==> config.mk <==
export PLATFORM = sky130hd
export DESIGN_NAME = block_peak_rms_level_meter
export DESIGN_NICKNAME = d
export VERILOG_FILES = /design/src/rtl/core/lvlm_pkg.sv /design/src/rtl/core/block_peak_rms_level_meter.sv /design/src/rtl/core/lvlm_ctrl.sv /design/src/rtl/core/lvlm_datapath.sv
export SDC_FILE = /design/constraint.sdc
export NUM_CORES = 2
export LEC_CHECK = 0
export BUFFER_PORTS_ARGS = -buffer_cell sky130_fd_sc_hd__buf_2
export CAP_MARGIN = 10
export CORE_MARGIN = 2
export CORE_UTILIZATION = 59
export DETAILED_ROUTE_END_ITERATION = 10
export PLACE_DENSITY = 0.83
export SYNTH_ARGS = -nofsm -noshare
export SYNTH_HDL_FRONTEND = slang
export SYNTH_SLANG_ARGS = --single-unit
==> constraint.sdc <==
create_clock -name clk -period 7.5 [get_ports clk]
set_input_delay 0.375 -clock clk [delete_from_list [all_inputs] [get_ports clk]]
set_output_delay 0.375 -clock clk [all_outputs]
set_load 0.01 [all_outputs]
==> src/rtl/core/lvlm_pkg.sv <==
// Package with shared types, constants and the log2 mantissa table of the level meter.
`timescale 1ns / 1ps

package lvlm_pkg;

	localparam int unsigned K_W = 23;
	localparam logic [K_W-1:0] K20_Q16 = 23'd6313057;
	localparam logic [K_W-1:0] K10_Q16 = 23'd3156528;
	localparam int unsigned SUM_W = 64;
	localparam int unsigned LVL_W = 16;
	localparam logic signed [11:0] FLOOR_RESET = -12'sd576;

	typedef struct packed {
		logic load_in;
		logic do_mul;
		logic do_acc;
		logic div_start;
		logic div_step;
		logic log_load;
		logic log_sel;
		logic log_norm;
		logic log_sub;
		logic log_prod;
		logic log_fin;
		logic out_load;
	} dp_cmd_t;

	typedef struct packed {
		logic last_s1;
		logic div_last;
		logic norm_done;
		logic out_free;
	} dp_sts_t;

	// Entry i is log2(1 + i/64) in Q16, built by repeated squaring.
	function automatic logic [1023:0] build_log_tab();
		logic [63:0] x;
		logic [15:0] r;
		logic [1023:0] t;
		t = '0;
		for (int i = 0; i < 64; i++) begin
			x = 64'(64 + i) << 24;
			r = '0;
			for (int b = 0; b < 16; b++) begin
				x = (x * x) >> 30;
				r = {r[14:0], 1'b0};
				if (x >= 64'h8000_0000) begin
					r[0] = 1'b1;
					x = x >> 1;
				end
			end
			t[i*16 +: 16] = r;
		end
		return t;
	endfunction

	localparam logic [1023:0] LOG_TAB = build_log_tab();

endpackage

==> src/rtl/core/block_peak_rms_level_meter.sv <==
// Top level of the block peak and RMS level meter in 1/16 dBFS.
// A sample request passes the magnitude and peak, square and accumulate steps in turn.
// A last sample adds a divider load, the divider steps, two log passes for peak
// and RMS (load, leading-one search, subtract, product, finish) and an output step.
// The result waits in an output register; the output step repeats until it is free.
// Reset clears all accumulators and sets the floor to -36 dB.
`timescale 1ns / 1ps

module block_peak_rms_level_meter
	import lvlm_pkg::*;
#(
	parameter int unsigned MAX_BLOCK   = 4096,
	parameter int unsigned SAMPLE_BITS = 24
) (
	input  logic                          clk,
	input  logic                          arst_n,
	input  logic                          in_valid,
	output logic                          in_ready,
	input  logic signed [SAMPLE_BITS-1:0] sample,
	input  logic                          last,
	output logic                          out_valid,
	input  logic                          out_ready,
	output logic signed [11:0]            peak_db,
	output logic signed [11:0]            rms_db,
	output logic [10:0]                   crest_db,
	output logic                          block_too_long,
	input  logic                          cfg_valid,
	output logic                          cfg_ready,
	input  logic [11:0]                   cfg_data
);

	dp_cmd_t cmd;
	dp_sts_t sts;

	assign cfg_ready = 1'b1;

	lvlm_ctrl u_ctrl (
		.clk      (clk),
		.arst_n   (arst_n),
		.in_valid (in_valid),
		.in_ready (in_ready),
		.sts      (sts),
		.cmd      (cmd)
	);

	lvlm_datapath #(
		.MAX_BLOCK   (MAX_BLOCK),
		.SAMPLE_BITS (SAMPLE_BITS)
	) u_dp (
		.clk            (clk),
		.arst_n         (arst_n),
		.cmd            (cmd),
		.sts            (sts),
		.sample         (sample),
		.last           (last),
		.cfg_valid      (cfg_valid),
		.cfg_data       (cfg_data),
		.out_valid      (out_valid),
		.out_ready      (out_ready),
		.peak_db        (peak_db),
		.rms_db         (rms_db),
		.crest_db       (crest_db),
		.block_too_long (block_too_long)
	);

endmodule

==> src/rtl/core/lvlm_ctrl.sv <==
// Controller state machine that sequences accumulation, division and level conversion.
`timescale 1ns / 1ps

module lvlm_ctrl
	import lvlm_pkg::*;
(
	input  logic    clk,
	input  logic    arst_n,
	input  logic    in_valid,
	output logic    in_ready,
	input  dp_sts_t sts,
	output dp_cmd_t cmd
);

	typedef enum logic [3:0] {
		ST_IDLE, ST_MUL, ST_ACC, ST_DIV_LD, ST_DIV, ST_LOG_LD, ST_LOG_NORM,
		ST_LOG_SUB, ST_LOG_PROD, ST_LOG_FIN, ST_OUT
	} state_t;

	state_t state_q;
	logic   sel_q;

	assign in_ready = (state_q == ST_IDLE);

	always_comb begin
		cmd = '0;
		cmd.log_sel = sel_q;
		case (state_q)
			ST_IDLE:     cmd.load_in = in_valid;
			ST_MUL:      cmd.do_mul = 1'b1;
			ST_ACC:      cmd.do_acc = 1'b1;
			ST_DIV_LD:   cmd.div_start = 1'b1;
			ST_DIV:      cmd.div_step = 1'b1;
			ST_LOG_LD:   cmd.log_load = 1'b1;
			ST_LOG_NORM: cmd.log_norm = 1'b1;
			ST_LOG_SUB:  cmd.log_sub = 1'b1;
			ST_LOG_PROD: cmd.log_prod = 1'b1;
			ST_LOG_FIN:  cmd.log_fin = 1'b1;
			ST_OUT:      cmd.out_load = sts.out_free;
			default:     cmd = '0;
		endcase
	end

	always_ff @(posedge clk or negedge arst_n) begin
		if (!arst_n) begin
			state_q <= ST_IDLE;
			sel_q   <= 1'b0;
		end else begin
			case (state_q)
				ST_IDLE: begin
					if (in_valid) state_q <= ST_MUL;
				end
				ST_MUL: state_q <= ST_ACC;
				ST_ACC: state_q <= sts.last_s1 ? ST_DIV_LD : ST_IDLE;
				ST_DIV_LD: state_q <= ST_DIV;
				ST_DIV: begin
					if (sts.div_last) begin
						state_q <= ST_LOG_LD;
						sel_q   <= 1'b0;
					end
				end
				ST_LOG_LD: state_q <= ST_LOG_NORM;
				ST_LOG_NORM: begin
					if (sts.norm_done) state_q <= ST_LOG_SUB;
				end
				ST_LOG_SUB:  state_q <= ST_LOG_PROD;
				ST_LOG_PROD: state_q <= ST_LOG_FIN;
				ST_LOG_FIN: begin
					if (sel_q) begin
						state_q <= ST_OUT;
					end else begin
						sel_q   <= 1'b1;
						state_q <= ST_LOG_LD;
					end
				end
				ST_OUT: begin
					if (sts.out_free) state_q <= ST_IDLE;
				end
				default: state_q <= ST_IDLE;
			endcase
		end
	end

endmodule

==> src/rtl/core/lvlm_datapath.sv <==
// Datapath with accumulators, restoring divider, shared log unit and output register.
`timescale 1ns / 1ps

module lvlm_datapath
	import lvlm_pkg::*;
#(
	parameter int unsigned MAX_BLOCK   = 4096,
	parameter int unsigned SAMPLE_BITS = 24
) (
	input  logic                          clk,
	input  logic                          arst_n,
	input  dp_cmd_t                       cmd,
	output dp_sts_t                       sts,
	input  logic signed [SAMPLE_BITS-1:0] sample,
	input  logic                          last,
	input  logic                          cfg_valid,
	input  logic [11:0]                   cfg_data,
	output logic                          out_valid,
	input  logic                          out_ready,
	output logic signed [11:0]            peak_db,
	output logic signed [11:0]            rms_db,
	output logic [10:0]                   crest_db,
	output logic                          block_too_long
);

	localparam int unsigned PK_W = SAMPLE_BITS - 1;
	localparam int unsigned MAG_W = SAMPLE_BITS;
	localparam int unsigned SQ_W = 2 * SAMPLE_BITS;
	localparam int unsigned TW = $clog2(MAX_BLOCK + 1);
	localparam logic [5:0] REF_PK = 6'(SAMPLE_BITS - 1);
	localparam logic [5:0] REF_MS = 6'(2 * (SAMPLE_BITS - 1));

	logic signed [11:0] floor_q;
	logic [PK_W-1:0]    peak_q;
	logic [SUM_W-1:0]   sum_q;
	logic [TW-1:0]      tally_q;
	logic               ovf_q;
	logic [MAG_W-1:0]   mag_s1;
	logic               last_s1;
	logic [SQ_W-1:0]    sq_s2;

	logic [PK_W-1:0]    pk_hold_q;
	logic               res_ovf_q;
	logic               tzero_q;
	logic [SUM_W-1:0]   dvd_q;
	logic [TW-1:0]      dvs_q;
	logic [TW-1:0]      rem_q;
	logic [5:0]         div_cnt_q;

	logic [63:0]        lx_q;
	logic [5:0]         lp_q;
	logic               lzero_q;
	logic               ge_q;
	logic [21:0]        diff_q;
	logic [44:0]        lprod_q;
	logic signed [LVL_W-1:0] pres_q;
	logic signed [LVL_W-1:0] rres_q;
	logic               out_valid_q;

	logic [MAG_W-1:0]   mag;
	logic [PK_W-1:0]    pk_in;
	logic [SUM_W:0]     sum_add;
	logic [TW:0]        rem2;
	logic               qbit;
	logic [21:0]        l22;
	logic [21:0]        ref22;
	logic [15:0]        tab_val;
	logic [45:0]        nsum;
	logic [13:0]        nval;
	logic signed [LVL_W-1:0] lv;
	logic signed [LVL_W-1:0] floor16;
	logic signed [LVL_W-1:0] lvl;
	logic signed [LVL_W:0]   crest;

	assign mag = sample[SAMPLE_BITS-1] ? MAG_W'(~sample + 1'b1) : MAG_W'(sample);
	assign pk_in = mag[MAG_W-1] ? {PK_W{1'b1}} : mag[PK_W-1:0];
	assign sum_add = {1'b0, sum_q} + (SUM_W + 1)'(sq_s2);
	assign rem2 = {rem_q, dvd_q[SUM_W-1]};
	assign qbit = (rem2 >= {1'b0, dvs_q});
	assign tab_val = LOG_TAB[lx_q[62:57]*16 +: 16];
	assign l22 = {lp_q, 16'd0} + {6'd0, tab_val};
	assign ref22 = {(lzero_q ? 6'd0 : (cmd.log_sel ? REF_MS : REF_PK)), 16'd0};
	assign nsum = {1'b0, lprod_q} + 46'h0000_8000_0000;
	assign nval = nsum[45:32];
	assign lv = ge_q ? '0 : -$signed({2'b00, nval});
	assign floor16 = LVL_W'(floor_q);
	assign lvl = (lzero_q || lv < floor16) ? floor16 : lv;
	assign crest = LVL_W'(pres_q) - LVL_W'(rres_q);

	assign sts.last_s1 = last_s1;
	assign sts.div_last = &div_cnt_q;
	assign sts.norm_done = lx_q[63] || (lp_q == 6'd0);
	assign sts.out_free = !out_valid_q || out_ready;
	assign out_valid = out_valid_q;

	always_ff @(posedge clk or negedge arst_n) begin
		if (!arst_n) begin
			floor_q     <= FLOOR_RESET;
			peak_q      <= '0;
			sum_q       <= '0;
			tally_q     <= '0;
			ovf_q       <= 1'b0;
			out_valid_q <= 1'b0;
		end else begin
			if (cfg_valid) floor_q <= cfg_data;
			if (cmd.load_in && pk_in > peak_q) peak_q <= pk_in;
			if (cmd.do_acc) begin
				if (tally_q >= TW'(MAX_BLOCK)) begin
					ovf_q <= 1'b1;
				end else begin
					sum_q   <= sum_add[SUM_W] ? {SUM_W{1'b1}} : sum_add[SUM_W-1:0];
					tally_q <= tally_q + 1'b1;
				end
			end
			if (cmd.div_start) begin
				peak_q  <= '0;
				sum_q   <= '0;
				tally_q <= '0;
				ovf_q   <= 1'b0;
			end
			if (cmd.out_load) out_valid_q <= 1'b1;
			else if (out_ready) out_valid_q <= 1'b0;
		end
	end

	always_ff @(posedge clk) begin
		if (cmd.load_in) begin
			mag_s1  <= mag;
			last_s1 <= last;
		end
		if (cmd.do_mul) sq_s2 <= SQ_W'(mag_s1 * mag_s1);
		if (cmd.div_start) begin
			pk_hold_q <= peak_q;
			res_ovf_q <= ovf_q;
			tzero_q   <= (tally_q == '0);
			dvd_q     <= sum_q;
			dvs_q     <= tally_q;
			rem_q     <= '0;
			div_cnt_q <= '0;
		end
		if (cmd.div_step) begin
			rem_q     <= qbit ? TW'(rem2 - {1'b0, dvs_q}) : rem2[TW-1:0];
			dvd_q     <= {dvd_q[SUM_W-2:0], qbit};
			div_cnt_q <= div_cnt_q + 1'b1;
		end
		if (cmd.log_load) begin
			lx_q    <= cmd.log_sel ? dvd_q : 64'(pk_hold_q);
			lp_q    <= 6'd63;
			lzero_q <= cmd.log_sel ? (tzero_q || dvd_q == '0) : (pk_hold_q == '0);
		end
		if (cmd.log_norm && !lx_q[63] && lp_q != 6'd0) begin
			lx_q <= {lx_q[62:0], 1'b0};
			lp_q <= lp_q - 1'b1;
		end
		if (cmd.log_sub) begin
			ge_q   <= (l22 >= ref22);
			diff_q <= ref22 - l22;
		end
		if (cmd.log_prod) lprod_q <= diff_q * (cmd.log_sel ? K10_Q16 : K20_Q16);
		if (cmd.log_fin) begin
			if (cmd.log_sel) rres_q <= lvl;
			else pres_q <= lvl;
		end
		if (cmd.out_load) begin
			peak_db        <= pres_q[11:0];
			rms_db         <= rres_q[11:0];
			block_too_long <= res_ovf_q;
			if (crest[LVL_W]) crest_db <= '0;
			else if (crest > (LVL_W + 1)'(2047)) crest_db <= 11'h7FF;
			else crest_db <= crest[10:0];
		end
	end

endmodule
==> summary.txt <==
Outcome - finished clean
H-tree Lvls - 2
Yosys cell types - 89
Bufs on Longest Clock Path - 3
Relative slew slack - 0.220
Final period utilization - 0.979
Initial antenna violation count - 7
Vias per cell - 5.81
Hold-critical path endpoint - u_dp.floor_q[2]
Seq cells post-synth - 488
Final-report hold violation count - 0
Max-cap violations - 0
IO Pins - 81
Final slew viol count - 0
DR vias - 37800
Gpl congestion - 0.962
Die X - 299 um
Worst hold start - cfg_data[2]
Critical path's largest stage delay - 0.56 ns
Final Critical Period - 7.34 ns
Critical path peak fanout - 8
Post-synthesis sequential area ratio - 0.274
Fmax - 0.136 GHz
Final WL - 125 mm
Core ar. - 86500 um^2
CP top delay family - adder cells
Synth top area share - 0.230
R2R Path Start - u_dp.mag_s1[1]
Iter 0 DRT Violations - 3312
Worst Setup Start Kind - register
Mapped Area - 51300 um^2
Initial Util - 0.593
Ys async rst share - 0.244
Fin nets - 6459
Number of CTS-inserted buffers - 52
Final setup viols - 0
Slowest stage cell, crit path - edfxtp_1
Die Ht - 299 um
Clock transition at path regs - 0.07 ns
Dpl hpwl - 96.7 mm
Share of cells above drive strength 1 - 0.0820
Mapped Cells - 5210
Register area - 14100 um^2
Area Growth Syn to Fin - 8.90%
Worst path cell trace - buf_4, and2_1, fa_1, fa_1, fa_1, fa_1, fa_1, inv_1, fa_1, inv_1, fa_1, ha_1, buf_4, nand2_1, nor2_1, o41ai_2, a21oi_2, a21oi_2, o31ai_2, o21ai_1, a211oi_1, buf_4, o41a_1, xnor2_1
Worst path required time - 7.83 ns
Largest net degree at the start of global routing - 84
Kind of critical path - register to register
Rows - 108
Final Util - 0.645
Full die area - 89300 um^2
Root buffer cell - clkbuf_16
Remaining DRCs - 0
FF-to-FF path depth - 24
Total Routing Usage GR - 0.281
Clock Sinks - 488
Area of the multi-input gates - 33200 um^2
CP most frequent cell - fa_1
First-pass GRT wire length - 203 mm
Fillcell total - 6441
R2R Setup Slk - 0.16 ns
Max Clock Skew - 0.0662 ns
DR WL/cell - 19.2 um
Antenna Nets Post-Route - 0
Syn avg cell area - 9.84 um^2
Number of global-route vias before repair - 39100
Synth warnings - 0
Drt first pass iters - 9
PortBufs - 79
Worst Path Arrival - 7.67 ns
Most frequent cell after synthesis - inv_1
Most area-consuming cells after synthesis - fa_1 (23%), edfxtp_1 (22%), ha_1 (13%), inv_1 (7.2%), dfrtp_1 (5.6%)
Worst r2r dst - u_dp.sq_s2[47]
CTS tree - built
Worst slew pin tran - 1.17 ns
Cell taking the most area after synthesis - fa_1
Synth top cells by count - inv_1 (983), fa_1 (589), nand2_1 (572)
Min-delay worst type - primary input to register
CP bufs+invs - 5
Worst-skew pair later-pin latency - 0.64 ns
EDFF count, synth - 368
Main flop type after synthesis - edfxtp_1
Grt total ovfl - 0
Hold depth - 3
Worst Setup End Kind - register
==> cell type report <==
type | instances | area share
Antenna cell | 1 | 0.0000448
Clock buffer | 71 | 0.0269
Clock inverter | 27 | 0.00704
Inverter | 986 | 0.0663
Multi-Input combinational cell | 3557 | 0.594
Sequential cell | 488 | 0.252
Tap cell | 1155 | 0.0259
Timing Repair Buffer | 215 | 0.0275
==> sequential cells by signal, summed over array words and instances, names as in the netlist, 11 cells and up <==
signal and count:
u_dp.lprod_q 14, u_dp.sq_s2 47, u_dp.tally_q 13, u_dp.lx_q 64, u_dp.mag_s1 24, u_dp.crest_db 11
u_dp.dvs_q 13, u_dp.rms_db 12, u_dp.sum_q 64, u_dp.peak_q 23, u_dp.diff_q 22, u_dp.peak_db 12
u_dp.pk_hold_q 23, u_dp.rem_q 13, u_dp.dvd_q 64, u_dp.rres_q 16, u_dp.floor_q 12, u_dp.pres_q 16
==> worst min-delay path, stage by stage <==
cell	delay, ns
buf_2	0.07
nand2_1	0.05
o21ai_0	0.09
==> cells in the final DEF, fill, tap and decap left out, types with 78 or more instances in the layout <==
| cell type | n |
|---|---|
| a21o_1 | 82 |
| a21oi_1 | 210 |
| and2_1 | 164 |
| buf_2 | 78 |
| buf_4 | 114 |
| dfrtp_1 | 114 |
| edfxtp_1 | 368 |
| fa_1 | 585 |
| ha_1 | 521 |
| inv_1 | 977 |
| nand2_1 | 562 |
| nor2_1 | 196 |
| o21ai_0 | 169 |
| xnor2_1 | 134 |
| xor2_1 | 83 |
==> stage by stage <==
stage                     area (um^2)  setup WS (ns)  instances  hold WS [ns]  TNS, ns
after CTS                       55300        0.00249       6476       0.00350        0
final                           55800          0.159       6500        0.0213        0
after global routing            55800        -0.0668       6499        0.0406   -0.314
after floorplan                 51300         0.0190       5228        0.0794        0
after global placement          53300        -0.0255       6368         0.401  -0.0255
after detailed placement        53300         -0.249       6368         0.422   -0.826
==> repair_timing <==
item                                   4_1_cts  5_1_grt
setup endpoints to repair                   10       19
endpoints found under the hold margin       53        0
pin swaps                                    2       19
setup buffers                                0       23
hold buffers                                10        0
gates resized for setup                      7       78
==> cell families after synthesis <==
family / share of synthesized area
xor+xnor: 0.0371
flops: 0.274
buf+inv: 0.0879
compound gates: 0.0964
mux: 0.0228
other cells: 0.000147
simple gates: 0.123
fa+ha+maj: 0.359
==> layer usage <==
metal,vias to the layer above,GRT usage,wire length [um]
met3,297,0.0404,10000
met1,18500,0.380,50600
met2,1644,0.472,59800
met4,6,0.0905,4150
li1,17300,-,-
met5,-,0,38
==> worst max path at each step <==
stage | start | end | slack, ns | depth (start not counted)
2_1_floorplan | u_ctrl.state_q[0] | u_dp.lprod_q[44] | 0.02 | 30
3_3_place_gp | u_ctrl.state_q[1] | u_dp.lprod_q[44] | -0.03 | 30
3_5_place_dp | u_ctrl.state_q[0] | u_dp.lprod_q[44] | -0.25 | 30
4_1_cts | u_ctrl.state_q[1] | u_dp.lprod_q[39] | 0.002 | 30
5_1_grt | u_dp.mag_s1[1] | u_dp.sq_s2[47] | -0.07 | 24
6_report | u_dp.mag_s1[1] | u_dp.sq_s2[47] | 0.16 | 24
Power is left out: the tool's default activity adds up to more than one toggle a clock period on the data nets, which glitch-free logic cannot reach.
